### src/sv/lpht_pkg.sv
`timescale 1ns / 1ps
// Package for the linear-probing hash table: payload types, codes and shared constants.
// Used by every module of the block; it depends on nothing else.
package lpht_pkg;

   localparam int KEY_W        = 16;
   localparam int RECORD_W     = 16;
   localparam int SLOT_FIELD_W = 6;

   typedef enum logic {
      OP_INSERT = 1'b0,
      OP_LOOKUP = 1'b1
   } op_type;

   typedef enum logic [2:0] {
      STATUS_HOME    = 3'd0,
      STATUS_PROBED  = 3'd1,
      STATUS_FULL    = 3'd2,
      STATUS_FOUND   = 3'd3,
      STATUS_MISSING = 3'd4
   } status_type;

   typedef enum logic [2:0] {
      ST_IDLE,
      ST_HASH,
      ST_SCAN,
      ST_EVICT,
      ST_LOOK,
      ST_FINISH
   } lpht_state_type;

   typedef struct packed {
      op_type              op;
      logic [KEY_W-1:0]    key;
   } lpht_req_type;

   typedef struct packed {
      status_type              status;
      logic [RECORD_W-1:0]     record_index;
      logic [SLOT_FIELD_W-1:0] slot;
   } lpht_rsp_type;

   // One stored slot. at_home marks an occupant that sits in its own home slot.
   typedef struct packed {
      logic [KEY_W-1:0]    key;
      logic [RECORD_W-1:0] record;
      logic                at_home;
   } lpht_entry_type;

   typedef struct packed {
      logic rd_en;
      logic wr_en;
   } lpht_mem_cmd_type;

endpackage

### src/sv/linear_probe_hash_table.sv
`timescale 1ns / 1ps
// Top level of the open-addressing hash table with linear probing.
// Depends on lpht_pkg, lpht_home and lpht_store.
//
// Usage: a request transfer on req_* carries an op (insert or look up) and a 16-bit key.
// Each request produces exactly one response transfer on rsp_* with a status, the record
// index assigned or found, and the slot used. An insert takes the next value of a
// saturating record counter; a lookup returns the first used slot whose key matches,
// scanning every slot in probe order from the key's home slot (key mod SLOTS).
// The block works on one request at a time. The home slot comes from a remainder unit
// that multiplies by a reciprocal of SLOTS. An insert into a free home slot is then
// written and loaded into the response register; the block returns to idle and can
// take the next request as that response becomes valid. An insert that probes checks
// the following slots one by one (up to SLOTS-1) and, when it evicts a misplaced
// occupant, writes the new key home in a further step. A lookup reads one slot per
// cycle, pipelined, until a key matches or the last slot has been read.
// The response sits in an output register: while the receiver holds rsp_stall high the
// response stays put, and the block already accepts and works on the next request; only
// the finished result of that one waits for the register to free up.
// csr_wr_en writes replace_mode from csr_wr_data; write it only while the block is idle.
// A synchronous reset clears the valid bits of all slots, the record counter and
// replace_mode at once; the block accepts requests in the cycle after reset.
module linear_probe_hash_table import lpht_pkg::*; #(
   parameter int SLOTS = 16
) (
   input  logic         clock,
   input  logic         reset,
   input  logic         req_valid,
   output logic         req_stall,
   input  lpht_req_type req_data,
   output logic         rsp_valid,
   input  logic         rsp_stall,
   output lpht_rsp_type rsp_data,
   input  logic         csr_wr_en,
   input  logic         csr_wr_data
);

   localparam int SW = $clog2(SLOTS);
   localparam logic [SW-1:0] LAST_SLOT = SW'(SLOTS - 1);

   lpht_state_type      state_ff, state_in;

   // Request registers and probe bookkeeping.
   op_type              op_ff;
   logic [KEY_W-1:0]    key_ff;
   logic [SW-1:0]       home_ff;
   logic [SW-1:0]       scan_ff;
   logic [SW-1:0]       cnt_ff;
   logic                iss_done_ff;

   // Lookup read pipeline: describes the slot whose data arrives in this cycle.
   logic                pipe_valid_ff;
   logic [SW-1:0]       pipe_slot_ff;
   logic                pipe_used_ff;
   logic                pipe_last_ff;

   logic                replace_ff;
   logic [RECORD_W-1:0] rec_ctr_ff;

   status_type          res_status_ff, res_status_in;
   logic [RECORD_W-1:0] res_rec_ff, res_rec_in;
   logic [SW-1:0]       res_slot_ff, res_slot_in;
   logic                res_set;

   logic                rsp_valid_ff;
   lpht_rsp_type        rsp_ff;

   logic                hash_done;
   logic [SW-1:0]       hash_home;
   logic [SLOTS-1:0]    used_vec;
   lpht_entry_type      rd_entry;
   lpht_mem_cmd_type    mem_cmd;
   logic [SW-1:0]       mem_rd_addr;
   logic [SW-1:0]       mem_wr_addr;
   lpht_entry_type      mem_wr_data;
   logic                take_rec;

   logic                req_accept;
   logic                out_free;
   logic                key_hit;
   logic                misplaced;
   logic                slot_free;

   function automatic logic [SW-1:0] next_slot(input logic [SW-1:0] s);
      return (s == LAST_SLOT) ? '0 : s + 1'b1;
   endfunction

   lpht_home #(.SLOTS(SLOTS)) u_home (
      .clock (clock),
      .reset (reset),
      .start (req_accept),
      .key   (req_data.key),
      .done  (hash_done),
      .home  (hash_home)
   );

   // Accesses never overlap on one entry: an insert reads the home slot once and writes
   // only after that read has returned, and a lookup writes nothing.
   lpht_store #(.SLOTS(SLOTS)) u_store (
      .clock   (clock),
      .reset   (reset),
      .cmd     (mem_cmd),
      .rd_addr (mem_rd_addr),
      .wr_addr (mem_wr_addr),
      .wr_data (mem_wr_data),
      .rd_data (rd_entry),
      .used    (used_vec)
   );

   assign req_accept = (state_ff == ST_IDLE) && req_valid;
   assign req_stall  = (state_ff != ST_IDLE);
   assign out_free   = !rsp_valid_ff || !rsp_stall;
   assign key_hit    = pipe_valid_ff && pipe_used_ff && (rd_entry.key == key_ff);
   // The home occupant was read when the probe started and the read data holds since.
   assign misplaced  = replace_ff && !rd_entry.at_home;
   assign slot_free  = !used_vec[scan_ff];

   // Next-state logic.
   always_comb begin
      state_in = state_ff;
      case (state_ff)
         ST_IDLE: begin
            if (req_valid) state_in = ST_HASH;
         end
         ST_HASH: begin
            if (hash_done) begin
               if (op_ff == OP_LOOKUP) state_in = ST_LOOK;
               else if (!used_vec[hash_home]) state_in = ST_FINISH;
               else state_in = ST_SCAN;
            end
         end
         ST_SCAN: begin
            if (slot_free) state_in = misplaced ? ST_EVICT : ST_FINISH;
            else if (cnt_ff == LAST_SLOT) state_in = ST_FINISH;
         end
         ST_EVICT: begin
            state_in = ST_FINISH;
         end
         ST_LOOK: begin
            if (key_hit || (pipe_valid_ff && pipe_last_ff)) state_in = ST_FINISH;
         end
         ST_FINISH: begin
            if (out_free) state_in = ST_IDLE;
         end
         default: begin
            state_in = ST_IDLE;
         end
      endcase
   end

   // Control outputs: memory commands, record allocation and the result to report.
   always_comb begin
      mem_cmd       = '0;
      mem_rd_addr   = hash_home;
      mem_wr_addr   = hash_home;
      mem_wr_data   = '{key: key_ff, record: rec_ctr_ff, at_home: 1'b1};
      take_rec      = 1'b0;
      res_set       = 1'b0;
      res_status_in = STATUS_HOME;
      res_rec_in    = rec_ctr_ff;
      res_slot_in   = hash_home;
      case (state_ff)
         ST_HASH: begin
            if (hash_done && op_ff == OP_INSERT) begin
               if (!used_vec[hash_home]) begin
                  mem_cmd.wr_en = 1'b1;
                  take_rec      = 1'b1;
                  res_set       = 1'b1;
               end else begin
                  mem_cmd.rd_en = 1'b1;
               end
            end
         end
         ST_SCAN: begin
            mem_wr_addr = scan_ff;
            if (slot_free) begin
               mem_cmd.wr_en = 1'b1;
               take_rec      = 1'b1;
               res_set       = 1'b1;
               if (misplaced) begin
                  // The occupant moves to the free slot; the new key follows at home.
                  mem_wr_data   = '{key: rd_entry.key, record: rd_entry.record, at_home: 1'b0};
                  res_status_in = STATUS_HOME;
                  res_slot_in   = home_ff;
               end else begin
                  mem_wr_data   = '{key: key_ff, record: rec_ctr_ff, at_home: 1'b0};
                  res_status_in = STATUS_PROBED;
                  res_slot_in   = scan_ff;
               end
            end else if (cnt_ff == LAST_SLOT) begin
               res_set       = 1'b1;
               res_status_in = STATUS_FULL;
               res_rec_in    = '0;
               res_slot_in   = '0;
            end
         end
         ST_EVICT: begin
            mem_cmd.wr_en = 1'b1;
            mem_wr_addr   = home_ff;
            mem_wr_data   = '{key: key_ff, record: res_rec_ff, at_home: 1'b1};
         end
         ST_LOOK: begin
            mem_cmd.rd_en = !iss_done_ff;
            mem_rd_addr   = scan_ff;
            if (key_hit) begin
               res_set       = 1'b1;
               res_status_in = STATUS_FOUND;
               res_rec_in    = rd_entry.record;
               res_slot_in   = pipe_slot_ff;
            end else if (pipe_valid_ff && pipe_last_ff) begin
               res_set       = 1'b1;
               res_status_in = STATUS_MISSING;
               res_rec_in    = '0;
               res_slot_in   = '0;
            end
         end
         default: begin
         end
      endcase
   end

   // Control registers.
   always_ff @(posedge clock) begin
      if (reset) begin
         state_ff      <= ST_IDLE;
         replace_ff    <= 1'b0;
         rec_ctr_ff    <= '0;
         rsp_valid_ff  <= 1'b0;
         pipe_valid_ff <= 1'b0;
         iss_done_ff   <= 1'b0;
      end else begin
         state_ff <= state_in;
         if (csr_wr_en) replace_ff <= csr_wr_data;
         if (take_rec && rec_ctr_ff != '1) rec_ctr_ff <= rec_ctr_ff + 1'b1;
         if (state_ff == ST_FINISH && out_free) begin
            rsp_valid_ff <= 1'b1;
         end else if (!rsp_stall) begin
            rsp_valid_ff <= 1'b0;
         end
         if (state_ff == ST_HASH) begin
            pipe_valid_ff <= 1'b0;
            iss_done_ff   <= 1'b0;
         end else if (state_ff == ST_LOOK) begin
            pipe_valid_ff <= !iss_done_ff;
            if (!iss_done_ff && cnt_ff == LAST_SLOT) iss_done_ff <= 1'b1;
         end
      end
   end

   // Datapath registers.
   always_ff @(posedge clock) begin
      if (req_accept) begin
         op_ff  <= req_data.op;
         key_ff <= req_data.key;
      end
      if (state_ff == ST_HASH && hash_done) begin
         home_ff <= hash_home;
         if (op_ff == OP_LOOKUP) begin
            scan_ff <= hash_home;
            cnt_ff  <= '0;
         end else begin
            scan_ff <= next_slot(hash_home);
            cnt_ff  <= SW'(1);
         end
      end else if (state_ff == ST_SCAN) begin
         scan_ff <= next_slot(scan_ff);
         cnt_ff  <= cnt_ff + 1'b1;
      end else if (state_ff == ST_LOOK && !iss_done_ff) begin
         pipe_slot_ff <= scan_ff;
         pipe_used_ff <= used_vec[scan_ff];
         pipe_last_ff <= (cnt_ff == LAST_SLOT);
         scan_ff      <= next_slot(scan_ff);
         cnt_ff       <= cnt_ff + 1'b1;
      end
      if (res_set) begin
         res_status_ff <= res_status_in;
         res_rec_ff    <= res_rec_in;
         res_slot_ff   <= res_slot_in;
      end
      if (state_ff == ST_FINISH && out_free) begin
         rsp_ff <= '{status: res_status_ff, record_index: res_rec_ff,
                     slot: SLOT_FIELD_W'(res_slot_ff)};
      end
   end

   assign rsp_valid = rsp_valid_ff;
   assign rsp_data  = rsp_ff;

   // An occupied slot is overwritten only by the new key that displaced a misplaced one.
   a_overwrite_only_on_evict: assert property (@(posedge clock) disable iff (reset)
      mem_cmd.wr_en && used_vec[mem_wr_addr] |-> state_ff == ST_EVICT)
      else $error("write to an occupied slot outside eviction");

   // Once saturated, the record counter stays at its top value.
   a_counter_saturates: assert property (@(posedge clock) disable iff (reset)
      rec_ctr_ff == '1 |=> rec_ctr_ff == '1)
      else $error("record counter left saturation");

   // The home slot arrives only while a request waits for it.
   a_hash_done_in_hash: assert property (@(posedge clock) disable iff (reset)
      hash_done |-> state_ff == ST_HASH)
      else $error("remainder unit finished outside the hash state");

   // A dropped insert reports zero index and slot.
   a_full_reports_zero: assert property (@(posedge clock) disable iff (reset)
      rsp_valid_ff && rsp_ff.status == STATUS_FULL |->
         rsp_ff.record_index == '0 && rsp_ff.slot == '0)
      else $error("dropped insert reports a nonzero index or slot");

endmodule

### src/sv/lpht_home.sv
`timescale 1ns / 1ps
// Remainder unit: computes key mod SLOTS by reciprocal multiplication.
// Depends on lpht_pkg.
module lpht_home import lpht_pkg::*; #(
   parameter int SLOTS = 16
) (
   input  logic                        clock,
   input  logic                        reset,
   input  logic                        start,
   input  logic [KEY_W-1:0]            key,
   output logic                        done,
   output logic [$clog2(SLOTS)-1:0]    home
);

   localparam int SW       = $clog2(SLOTS);
   localparam int RECIP_SH = 22;
   // With floor(2^22 / SLOTS) the estimated quotient of a 16-bit key is exact or one short.
   localparam int RECIP    = (1 << RECIP_SH) / SLOTS;
   localparam int PROD_W   = KEY_W + RECIP_SH;

   logic                  quot_valid_ff;
   logic                  done_ff;
   logic [KEY_W-1:0]      key_ff;
   logic [KEY_W-1:0]      quot_ff;
   logic [KEY_W-1:0]      quot_in;
   logic [SW-1:0]         rem_ff;
   logic [SW-1:0]         rem_in;
   logic [PROD_W-1:0]     prod;
   logic [KEY_W-1:0]      back;
   logic [KEY_W-1:0]      diff;
   logic [KEY_W-1:0]      diff_sub;

   // The first stage estimates the quotient; the second forms the remainder, which is
   // below twice SLOTS, so one compare and subtract corrects it.
   always_comb begin
      prod     = PROD_W'(key) * PROD_W'(RECIP);
      quot_in  = prod[PROD_W-1:RECIP_SH];
      back     = quot_ff * KEY_W'(SLOTS);
      diff     = key_ff - back;
      diff_sub = diff - KEY_W'(SLOTS);
      rem_in   = (diff >= KEY_W'(SLOTS)) ? diff_sub[SW-1:0] : diff[SW-1:0];
   end

   always_ff @(posedge clock) begin
      if (reset) begin
         quot_valid_ff <= 1'b0;
         done_ff       <= 1'b0;
      end else begin
         quot_valid_ff <= start;
         done_ff       <= quot_valid_ff;
      end
   end

   always_ff @(posedge clock) begin
      if (start) begin
         key_ff  <= key;
         quot_ff <= quot_in;
      end
      if (quot_valid_ff) begin
         rem_ff <= rem_in;
      end
   end

   assign done = done_ff;
   assign home = rem_ff;

endmodule

### src/sv/lpht_store.sv
`timescale 1ns / 1ps
// Slot storage: a one-read, one-write memory of entries plus the per-slot valid bits.
// Depends on lpht_pkg.
module lpht_store import lpht_pkg::*; #(
   parameter int SLOTS = 16
) (
   input  logic                        clock,
   input  logic                        reset,
   input  lpht_mem_cmd_type            cmd,
   input  logic [$clog2(SLOTS)-1:0]    rd_addr,
   input  logic [$clog2(SLOTS)-1:0]    wr_addr,
   input  lpht_entry_type              wr_data,
   output lpht_entry_type              rd_data,
   output logic [SLOTS-1:0]            used
);

   lpht_entry_type   entry_mem_ff [SLOTS];
   lpht_entry_type   rd_data_ff;
   logic [SLOTS-1:0] used_ff;

   // Valid bits clear at reset; the entries themselves are meaningful only once written.
   always_ff @(posedge clock) begin
      if (reset) begin
         used_ff <= '0;
      end else if (cmd.wr_en) begin
         used_ff[wr_addr] <= 1'b1;
      end
   end

   always_ff @(posedge clock) begin
      if (cmd.wr_en) begin
         entry_mem_ff[wr_addr] <= wr_data;
      end
   end

   always_ff @(posedge clock) begin
      if (cmd.rd_en) begin
         rd_data_ff <= entry_mem_ff[rd_addr];
      end
   end

   assign rd_data = rd_data_ff;
   assign used    = used_ff;

endmodule
### config.mk
export PLATFORM = sky130hd
export DESIGN_NAME = linear_probe_hash_table
export DESIGN_NICKNAME = d
export VERILOG_FILES = /design/src/sv/lpht_pkg.sv /design/src/sv/linear_probe_hash_table.sv /design/src/sv/lpht_home.sv /design/src/sv/lpht_store.sv
export SDC_FILE = /design/constraint.sdc
export NUM_CORES = 1
export LEC_CHECK = 0
export BUFFER_PORTS_ARGS = -buffer_cell sky130_fd_sc_hd__buf_4
export CAP_MARGIN = 20
export CORE_ASPECT_RATIO = 0.75
export CORE_MARGIN = 5
export CORE_UTILIZATION = 65
export CTS_BUF_LIST = sky130_fd_sc_hd__clkbuf_16
export CTS_CLUSTER_SIZE = 20
export DETAILED_ROUTE_END_ITERATION = 10
export GPL_TIMING_DRIVEN = 0
export HOLD_SLACK_MARGIN = 0.15
export PLACE_DENSITY = 0.82
export SETUP_SLACK_MARGIN = 0.2
export SYNTH_ARGS = -nofsm -noshare
export SYNTH_HDL_FRONTEND = slang
export SYNTH_SLANG_ARGS = --single-unit
export TNS_END_PERCENT = 30
### constraint.sdc
create_clock -name clock -period 8.89 [get_ports clock]
set_input_delay 1.778 -clock clock [delete_from_list [all_inputs] [get_ports clock]]
set_output_delay 1.778 -clock clock [all_outputs]
set_load 0.1 [all_outputs]
# After elaboration in Yosys (flattened, before gate mapping)
# Memory sizes are Yosys's and may differ from the RTL's. A register that Yosys moved wholly into a read port is not among the register bits.
# Cells that the tools add are included.
# word_totals
regBits	138
ramBits	528
input_bits	23
output_inout_bits	27
word_cells	148
mem_count	1
# classes
n_addsub	6
magnitude_cmp	5
n_eq_ne	16
muxes	66
bitwise_logic	4
reduce_logical	25
# memory_table
memory	words	word_bits	rd	rd_ports_with_merged_regs	write_ports	line	rtl
u_store.entry_mem_ff	16	33	1	1	1	lpht_store.sv:17	lpht_entry_type entry_mem_ff [SLOTS];
# op_table
operator	n
$mux W33	2
$pmux W33 S2	1
$mux W16	4
$mux W4	16
$mux W3	12
$pmux W16 S2	1
$pmux W3 S6	1
$mux W1	17
$add A16 B1 Y16 const B	1
$eq A16 B16 Y1	1
$ge A16 B5 Y1 const B	1
$ne A16 B16 Y1 const B	1
$or A16 B16 Y16	1
$pmux W4 S2	2
$sub A16 B16 Y16	1
$lt A4 B5 Y1 const B	3
$add A4 B1 Y4 const B	3
$eq A4 B4 Y1 const B	3
$logic_and A1 B1 Y1	12
$bmux W1 S4	2
$eq A3 B2 Y1 const B	2
$eq A3 B3 Y1 const B	2
$ne A2 B2 Y1 const B	3
$pmux W1 S3	2
18 further kinds	28

# Logic depth before layout (Yosys ltp)
# Gate-level depths: netlist (run 1).
# depth
depth_word	7
depth_mapped	10

# Hierarchy
# A second synthesis (run 1) with hierarchy kept.
# hier_totals
hier_cells	1448
area_unflattened_um2	27420.0
# by_module_without_submodules
module	instances	cells_per_inst	area_each_um2	seq_area_each_um2
lpht_store	1	923	21486.9	17166.5
linear_probe_hash_table	1	513	5640.4	2892.8
lpht_home	1	12	292.8	280.3

# Least setup slack after synthesis (run 1)
# Ideal clock, no wire load.
# synth_timing
path_type	reg2reg
from	register u_home.rem_ff[0], in the netlist u_home.home[0]
to	memory u_store.entry_mem_ff[6][0] (netlist name), enable pin
setup_ns	0.423
t_arrival_ns	3.220
t_required_ns	8.467
setup_slack_ns	5.247
path_stages_with_launch	9
period_less_slack_ns	3.643
path_cell_list	edfxtp_1 -> buf_2 -> mux2_1 -> a2bb2oi_1 -> a211oi_1 -> or2_1 -> clkbuf_1 -> o211ai_2 -> nor2_1
# synth_via
elab_chain_cells	7
elab_cells_between_ends	8
cone_classes	mux (8)
# synth_lines
item	line	rtl
from (decl)	lpht_home.sv:26	logic [SW-1:0] rem_ff;
from (signal assigned)	lpht_home.sv:60	rem_ff <= rem_in;
$bmux W1 S4	linear_probe_hash_table.sv:165	if (!used_vec[hash_home]) begin
$mux W1 (implied by the code)	linear_probe_hash_table.sv:165	
$mux W1	linear_probe_hash_table.sv:165	
$mux W2	linear_probe_hash_table.sv:164	if (hash_done && op_ff == OP_INSERT) begin
$pmux W1 S3	linear_probe_hash_table.sv:162	case (state_ff)
$mux W1	lpht_store.sv:31	if (cmd.wr_en) begin
$mux W1 (implied by the code)	lpht_store.sv:32	entry_mem_ff[wr_addr] <= wr_data;
to (decl)	lpht_store.sv:17	
# Several ways; a longest one is shown, not always the timed one. The select of a mux whose other input is x is not followed.

# Worst setup path in the final report (run 1)
# layout_timing
from	register state_ff[2]
to	output req_stall
# layout_via
elab_chain_cells	1
# layout_lines
item	line	rtl
from (decl)	linear_probe_hash_table.sv:41	lpht_state_type state_ff, state_in;
from (signal assigned)	linear_probe_hash_table.sv:232	state_ff <= state_in;
$reduce_bool A3 Y1	linear_probe_hash_table.sv:111	assign req_stall = (state_ff != ST_IDLE);
to (decl)	linear_probe_hash_table.sv:29	output logic req_stall,
# Every way passes these cells.

==> reports/metrics.cfg, run 1 <==
[timing]
final.setup.tns_ps = 0
final.setup_skew_ps = 24.1
finalHoldViolCount = 0
rsz0062_at_grt = no
maxSlewViolCount = 0
finalSetupViolations = 0
worst_pin_slew_ps = 1010
fin_hold_ws_ps = 420
fin_crit_sh_pct = 43.9
fmax_mhz = 256
period_minus_slack_ps = 3900
relSlewSlack_pct = 32.7

[detailed_routing]
wire_per_inst_um = 30.6
antenna_left = 0
viasPerCell = 7.00
drc = 0
vias = 15400
drt_first_pass_iters = 6
drt_iter0_drc = 2348
drt_wl_total_mm = 67.1

[synth]
yosys_register_bits = 687
avgSynthCellArea_um2 = 18.8
synth_cell_types = 61
synth_async_sr_flop_share_pct = 0
synth_ff_type = edfxtp_1
syn_area_um2 = 27200
syn_inst = 1450
ys_seq_area_share_pct = 74.3
yosysWarningCount = 0
synth_edf_count = 646

[min_path]
hp-start = res_slot_ff[3]$_DFFE_PP_
hp-class = reg -> reg

[die]
core_um2 = 41100
num_io_pins = 50
die_h_um = 187
start_util_pct = 66.2
num_rows = 64
dieWidth_um = 246
dieArea_um2 = 46100

[critical_path]
crit-reg2reg-launch = state_ff[1]$_SDFFE_PP0P_
critPathLaunchType = flop
startpoint = state_ff[2]$_SDFFE_PP0P_
critical_path_class = reg -> out
crit_required_ps = 7110
end_kind = primary output
arrival_ps = 2130
path_max_fanout = 10

[pwr]
power_density_nw_per_um2 = 267
ir_worst_vdd_v = 0.000193
p_leak_nw = 9.79

[placement]
gp_congestion = 0.936
port_buffers = 46
post-place-cells = 2078
place_area_um2 = 28800
dp_hpwl_mm = 41.7

[grt]
antenna_found_initial = 0
grt_start_max_net_pins = 26
grt_overflow = 0
grt_pass1_wl_mm = 99.8
grt_pass1_vias = 15300
grt.total_usage_pct = 29.3

[cts]
cts_resized = 0
htree_levels = 2
cts_sinks = 687
clk_latency_ps = 610
post_cts_buffers = 0
cts.clk_slew.worst_paths_ps = 60
cts_root_buf = clkbuf_16
numCtsBuffers = 61
cts_hold_buf = 0
cts_tree = built
clk_path_buf_depth = 3

[flow_run]
max_cap_violations = 0

[finish]
finalNonFillerCells = 2192
final_area_um2 = 30800
final_util_pct = 75.0
final_layout_size_suffix_gt1_share_pct = 22.6
antennaDiodeCount = 0
syn_to_final_growth_pct = 13.3
final_nets = 1608

[status]
status = finished clean

-- power breakdown --
group | leakage [nW] | internal, mW | switching, mW
sequential | 5.92 | 3.80 | 0.104
clock | 0.990 | 1.44 | 1.15
combinational | 2.88 | 0.615 | 1.11
-- per-stage QoR --
step,setup WS (ps),power (mW)
5_1_grt,4880,8.49
4_1_cts,4990,8.20
6_report,4990,8.21
3_3_place_gp,3270,5.55
2_1_floorplan,5250,5.07
3_5_place_dp,5240,5.64
-- state kept, by name (all words and copies together) (netlist names) --
signal,count
res_slot_ff,4
rsp_valid,1
u_home.quot_valid_ff,1
op_ff,1
u_home.home,4
u_home.done,1
rec_ctr_ff,16
cnt_ff,4
scan_ff,4
rsp_data,23
home_ff,4
u_store.rd_data,33
state_ff,3
u_store.used,16
res_rec_ff,16
pipe_valid_ff,1
res_status_ff,3
pipe_used_ff,1
u_store.entry_mem_ff,528
u_home.key_ff,16
replace_ff,1
pipe_last_ff,1
pipe_slot_ff,4
iss_done_ff,1
-- layer usage --
layer	global-route usage [%]	share of wire, %	up-vias	wire (um)
met4	8.00	3.0	0	2000
met3	6.29	13	159	8440
li1	-	-	6196	-
met1	43.3	37	7785	24800
met2	45.7	47	1212	31800
met5	0	0	-	0
-- area by class of cell --
type | count | area [um^2]
buffer | 83 | 387
clock buffer | 62 | 1550
clock inverter | 51 | 407
fill | 2211 | 10300
inverter | 24 | 90.1
multi-input combinational | 657 | 6660
sequential | 687 | 20200
tap | 561 | 702
timing repair buffer | 67 | 806
-- cells in the mapped netlist, types with 3 or more instances --
cell / instances / area [um^2]
a21oi_1: 29 / 145
a221o_1: 20 / 200
a22o_1: 16 / 140
a22oi_1: 69 / 518
a311oi_1: 3 / 26.3
a31oi_1: 3 / 18.8
and2_1: 3 / 18.8
and3_1: 26 / 163
buf_1: 3 / 11.3
buf_2: 24 / 120
buf_4: 12 / 90.1
clkbuf_1: 44 / 165
dfxtp_1: 41 / 821
edfxtp_1: 646 / 19400
ha_1: 4 / 50.1
inv_1: 21 / 78.8
inv_2: 3 / 11.3
mux2_1: 25 / 282
mux2_2: 13 / 146
mux2i_1: 21 / 210
mux4_2: 133 / 3000
nand2_1: 71 / 267
nand2b_1: 7 / 43.8
nand3_1: 12 / 60.1
nand4_1: 12 / 75.1
nor2_1: 62 / 233
nor2b_1: 25 / 156
nor3_1: 6 / 30.0
nor4_1: 3 / 18.8
o211ai_1: 4 / 30.0
o21a_1: 3 / 22.5
o21ai_0: 10 / 50.1
o22ai_1: 17 / 106
or3_1: 6 / 37.5
xnor2_1: 4 / 35.0
xor2_1: 16 / 140
-- logic make-up (layout without fill, tap and decap cells) --
family,count (synthesis),in the layout,share of synthesized area (%)
flip-flops,687,687,74.3
AO/OA/AOI/OAI,202,202,5.55
buffers and inverters,107,287,1.75
XOR/XNOR,20,20,0.644
other,1,2,0.0138
AND/OR/NAND/NOR,237,237,4.19
multiplexers,192,192,13.4
adder cells (fa/ha/maj),4,4,0.184
-- final timing paths --
kind | slack, ps | depth (start not counted) | to
setup reg to reg | 5070 | 8 | u_store.rd_data[20]$_DFFE_PP_
hold reg to reg | 420 | 0 | rsp_data[3]$_DFFE_PP_
setup / recovery | 4990 | 4 | req_stall
hold / removal | 420 | 0 | rsp_data[3]$_DFFE_PP_
-- worst max-delay path, cell delays in order, from the launching register on --
cell and delay [ps]:
dfxtp_1 410, clkbuf_1 340, inv_1 230, nand3_1 220
buf_4 330
-- layout by cell type, fill, tap and decap left out, types with 28 or more instances in the layout --
cell type	instances
a21oi_1	28
a22oi_1	69
buf_4	58
clkbuf_1	44
clkbuf_16	62
dfxtp_1	41
edfxtp_1	646
inv_1	31
mux4_2	133
nand2_1	71
nor2_1	45
No activity file was read; power rests on OpenSTA's default activity.
==> inputs of run 2 (changes only) <==
- CORE_UTILIZATION: 65 -> 62
- PLACE_DENSITY: 0.82 -> 0.79
- clock period: 8.89 -> 3.8 ns (I/O delays scaled with it)
==> run 2 against run 1 <==
- setup slack got worse by 4800 ps
- wire length fell by 1.7%
- clock power is 140% higher
- register-to-register slack worse by 4900 ps
- clock skew is essentially flat
- hold slack got worse by 120 ps
- final area up 0.67%
- global-route usage decreased by 1.7 points
- critical endpoint is now u_store.entry_mem_ff[4][13]$_DFFE_PP_
==> reports/metrics.cfg, run 2 (synthesis results as in run 1) <==
[timing]
final.setup_skew_ps = 24.1
fin_crit_sh_pct = 94.6
relSlewSlack_pct = 40.3
finalHoldViolCount = 0
maxSlewViolCount = 0
finalSetupViolations = 0
period_minus_slack_ps = 3590
rsz0062_at_grt = yes
worst_pin_slew_ps = 896
fmax_mhz = 278

[die]
num_io_pins = 50
dieArea_um2 = 48200
dieWidth_um = 252
die_h_um = 191
core_um2 = 43400
num_rows = 66
start_util_pct = 62.8

[cts]
cts_tree = built
cts_root_buf = clkbuf_16
htree_levels = 2
numCtsBuffers = 61
clk_path_buf_depth = 3
clk_latency_ps = 650
cts.clk_slew.worst_paths_ps = 60
cts_sinks = 687
cts_hold_buf = 0

[detailed_routing]
drc = 0
antenna_left = 0
wire_per_inst_um = 29.6
drt_first_pass_iters = 6
vias = 15200
viasPerCell = 6.82
drt_iter0_drc = 2273
drt_wl_total_mm = 66.0

[grt]
grt_start_max_net_pins = 26
grt_overflow = 0
antenna_found_initial = 0
grt_pass1_wl_mm = 97.3
grt_pass1_vias = 15100
grt.total_usage_pct = 27.6

[pwr]
p_switching_mw = 5.57
seq_power_share_pct = 47.2
switching_share_pct = 28.8
p_leak_nw = 9.90
ir_worst_vdd_v = 0.000461
power_density_nw_per_um2 = 624
p_int_mw = 13.8
clock_power_share_pct = 32.3
pwr-share-comb_pct = 20.5

[critical_path]
critPathSlowestCell = o2bb2ai_1
critPathMaxStageDelay_ps = 670
path_max_fanout = 16
path_cells = nand2b_1, clkbuf_1, nor2_1, nand3_1, o2bb2ai_1, buf_2, a221o_1
arrival_ps = 3930
critical_path_class = reg -> reg
critPathLaunchType = flop
crit_required_ps = 4130
end_kind = flop

[min_path]
hp-class = in -> reg

[placement]
post-place-cells = 2094
port_buffers = 46
dp_hpwl_mm = 41.7
gp_congestion = 0.934

[finish]
final_layout_size_suffix_gt1_share_pct = 23.8
regMostFlops = u_store.entry_mem_ff
final_nets = 1626
final_common_cell = edfxtp_1
largest_reg_flops = 528
antennaDiodeCount = 0
syn_to_final_growth_pct = 14.0
final_util_pct = 71.6
final_cell_mix = edfxtp_1, mux4_2, buf_4
finalNonFillerCells = 2230

[status]
status = finished clean

[flow_run]
max_cap_violations = 0

[run 2: cell types whose count changed in the layout (fill, tap and decap cells not counted), moves of 2 or more]
cell	delta
buf_4	+17
clkinv_2	+3
inv_6	+4
clkinvlp_4	-4
bufinv_16	+2
buf_12	+6
buf_16	-5
mux2i_1	-2
mux2i_2	+2
inv_1	-3
[run 2: layout make-up]
cell class                 instances  area, um^2
tap                              578         723
multi-input combinational        657        6670
fill                            2573       12300
timing repair buffer              85         916
inverter                          24        90.1
sequential                       687       20200
buffer                            83         393
clock buffer                      61        1530
clock inverter                    55         492
[run 2: repair_timing]
item	4_1_cts	5_1_grt
buffers inserted	0	20
cloned	0	0
pin swaps	0	8
gates resized for setup	1	4
endpoints found under the setup margin	44	353
[run 2: path summary, 6_finish.rpt]
path	start	end	slack, ps	cells after the start
max	state_ff[1]$_SDFFE_PP0P_	u_store.entry_mem_ff[4][13]$_DFFE_PP_	210	7
min	req_data[16]	op_ff$_DFFE_PP_	300	1
max reg2reg	state_ff[1]$_SDFFE_PP0P_	u_store.entry_mem_ff[4][13]$_DFFE_PP_	210	7
min reg2reg	res_slot_ff[1]$_DFFE_PP_	rsp_data[1]$_DFFE_PP_	420	0
[run 2: metal layers]
layer	wire length (um)	vias to the layer above	track usage (%)
met4	1560	0	7.32
met1	25000	7843	39.6
met2	31500	1031	43.2
met3	7950	112	7.14
li1	-	6218	-
met5	0	-	0
[run 2: power groups by stage]
stage	sequential [mW]	clock [mW]	combinational, mW
2_1_floorplan	9.36	0	2.50
3_3_place_gp	9.29	0	3.68
3_5_place_dp	9.28	0	3.90
4_1_cts	9.12	6.32	3.93
5_1_grt	9.15	6.68	4.21
6_report	9.13	6.26	3.96
[run 2: metrics by stage]
step | hold slack (ps) | setup TNS (ps) | area (um^2) | worst slack, ps | total power, mW
5_1_grt | 287 | 0 | 31000 | 111 | 20.0
6_report | 300 | 0 | 31000 | 205 | 19.4
2_1_floorplan | 400 | 0 | 27200 | 157 | 11.9
3_3_place_gp | 402 | -964300 | 28300 | -1980 | 13.0
4_1_cts | 277 | 0 | 30800 | 177 | 19.4
3_5_place_dp | 405 | 0 | 28800 | 77.1 | 13.2
[run 2: critical path, delay by kind of cell, from the launching register on]
family	cells	cell delay (ps)
and+or+nand+nor	3	780
buffers and inverters	2	690
AOI/OAI and AO/OA	2	1320
DFF	1	500
==> inputs of run 3 (changes only) <==
--- a/config.mk
+++ b/config.mk
@@ -10,5 +10,5 @@
 export CORE_ASPECT_RATIO = 0.75
 export CORE_MARGIN = 5
-export CORE_UTILIZATION = 62
+export CORE_UTILIZATION = 32
 export CTS_BUF_LIST = sky130_fd_sc_hd__clkbuf_16
 export CTS_CLUSTER_SIZE = 20
@@ -16,5 +16,4 @@
 export GPL_TIMING_DRIVEN = 0
 export HOLD_SLACK_MARGIN = 0.15
-export PLACE_DENSITY = 0.79
 export SETUP_SLACK_MARGIN = 0.2
 export SYNTH_ARGS = -nofsm -noshare
==> constraint.sdc (replaced) <==
create_clock -name clock -period 3.8 [get_ports clock]
set_input_delay 0.57 -clock clock [delete_from_list [all_inputs] [get_ports clock]]
set_output_delay 0.57 -clock clock [all_outputs]
set_load 0.1 [all_outputs]
==> run 3 against run 2 <==
- flip-flop and latch count did not move
- critical path depth increased by 1
- via count down 3.3%
- die area is 89% higher
- register-to-register slack got worse by 60 ps
- sequential power about the same
- highest routed layer unchanged
- fmax fell by 1.8%
- largest cell class unchanged
- clock power is 4.2% higher
- hold slack worse by 100 ps
==> reports/metrics.cfg, run 3 (synthesis results as in run 1) <==
[detailed_routing]
antenna_left = 0
drt_wl_total_mm = 68.2
drt_first_pass_iters = 5
drt_iter0_drc = 1551
viasPerCell = 5.27
wire_per_inst_um = 24.4
drc = 0
vias = 14700

[timing]
worst_pin_slew_ps = 999
finalSetupViolations = 0
relSlewSlack_pct = 33.4
final.setup_skew_ps = 25.8
finalHoldViolCount = 0
fin_hold_ws_ps = 199
fmax_mhz = 273
rsz0062_at_grt = yes
period_minus_slack_ps = 3660
setup_ws_ps = 141
maxSlewViolCount = 0
final.setup.tns_ps = 0
fin_crit_sh_pct = 96.3

[die]
die_h_um = 263
start_util_pct = 32.3
dieWidth_um = 347
num_io_pins = 50
dieArea_um2 = 91000
num_rows = 92
core_um2 = 84100

[critical_path]
crit_required_ps = 4150
path_max_fanout = 21
startpoint = scan_ff[2]$_DFFE_PP_
crit-reg2reg-launch = scan_ff[2]$_DFFE_PP_
arrival_ps = 4010
end_kind = flop
critical_path_class = reg -> reg
critPathLaunchType = flop
rrSetupSlack_ps = 140

[cts]
cts_root_buf = clkbuf_16
numCtsBuffers = 70
htree_levels = 3
cts_tree = built
clk_path_buf_depth = 3
clk_latency_ps = 630
cts_sinks = 687
cts.clk_slew.worst_paths_ps = 60

[finish]
multi_input_area_um2 = 6690
final_common_cell = edfxtp_1
regArea_um2 = 20200
final_layout_size_suffix_gt1_share_pct = 22.9
fillers = 7566
finalNonFillerCells = 2790
largest_reg_flops = 528
final_area_um2 = 31900
regMostFlops = u_store.entry_mem_ff
final_nets = 1637
syn_to_final_growth_pct = 17.3
final_cell_mix = edfxtp_1, mux4_2, clkbuf_16
final_util_pct = 37.9

[placement]
post-place-cells = 2644
dp_hpwl_mm = 44.6
pre_cts_ws_ps = -53.5
place_area_um2 = 29500
gp_congestion = 0.856
port_buffers = 46

[grt]
grt-busiest-layer = met2
grt.total_usage_pct = 14.6
grt_pass1_vias = 14700
grt_util_met3_pct = 3.06
antenna_found_initial = 0
use_met2_pct = 22.1
grt_overflow = 0
use_met1_pct = 21.6
grt_start_max_net_pins = 26
grt_pass1_wl_mm = 99.8

[pwr]
p_leak_nw = 9.98
p_switching_mw = 5.70
ir_worst_vdd_v = 0.000281
seq_power_share_pct = 46.6
total_power_mw = 19.6
pwr-share-comb_pct = 20.2
power_density_nw_per_um2 = 615
p_int_mw = 13.9
switching_share_pct = 29.1
clock_power_share_pct = 33.2

[status]
status = finished clean

[flow_run]
max_cap_violations = 0

[min_path]
hp-class = in -> reg
hp-start = csr_wr_data

-- run 3: cell types whose count changed in the layout (fill, tap and decap cells not counted), moves of 3 or more --
cell           previous run  this run
clkbuf_16                61        71
buf_16                    1         4
buf_4                    75        59
bufinv_16                 8         3
inv_1                    28        39
clkinv_8                  0         3
clkinv_2                 17         7
dlygate4sd3_1             0        17
buf_12                   20        16
-- run 3: area by class of cell --
| class | instances | area share [%] |
|---|---|---|
| diodes | 1 | 0.00784 |
| plain buffers | 83 | 1.22 |
| clock buffers | 71 | 5.57 |
| clock inverters | 52 | 1.17 |
| inverters | 24 | 0.282 |
| multi-input cells | 659 | 21.0 |
| flip-flops and latches | 687 | 63.3 |
| well taps | 1128 | 4.42 |
| repair buffers | 85 | 3.03 |
-- run 3: worst max-delay path: stages (launching register included) --
cell and delay (ps):
edfxtp_1 470, clkbuf_1 470, nor2_1 80, o211ai_1 110
nand4_1 380, o311a_1 530, o211ai_2 740, nor2_4 300
buf_12 270
-- run 3: path summary, 6_finish.rpt --
| path | to | depth (start not counted) |
|---|---|---|
| max | u_store.entry_mem_ff[4][13]$_DFFE_PP_ | 8 |
| min | replace_ff$_SDFFE_PP0P_ | 3 |
| max reg2reg | u_store.entry_mem_ff[4][13]$_DFFE_PP_ | 8 |
| min reg2reg | rsp_data[2]$_DFFE_PP_ | 0 |
-- run 3: power groups by stage --
stage          registers, mW  logic, mW  clock network, mW
5_1_grt                 9.17       4.25               6.98
3_5_place_dp            9.30       3.96                  0
2_1_floorplan           9.36       2.50                  0
4_1_cts                 9.15       3.99               6.67
6_report                9.15       3.96               6.52
3_3_place_gp            9.32       3.80                  0
-- run 3: what timing repair did --
action	in CTS	in global routing
setup endpoints to repair	69	476
setup buffers	0	3
endpoints found under the hold margin	17	0
pin swaps	0	3
resized for setup	3	4
hold buffers	17	0
gates cloned	0	2
-- run 3: routing by layer --
| metal | up-vias | part of all wire, % |
|---|---|---|
| li1 | 6257 | - |
| met1 | 7748 | 44 |
| met2 | 606 | 45 |
| met3 | 98 | 8.2 |
| met4 | 0 | 2.3 |
| met5 | - | 0 |
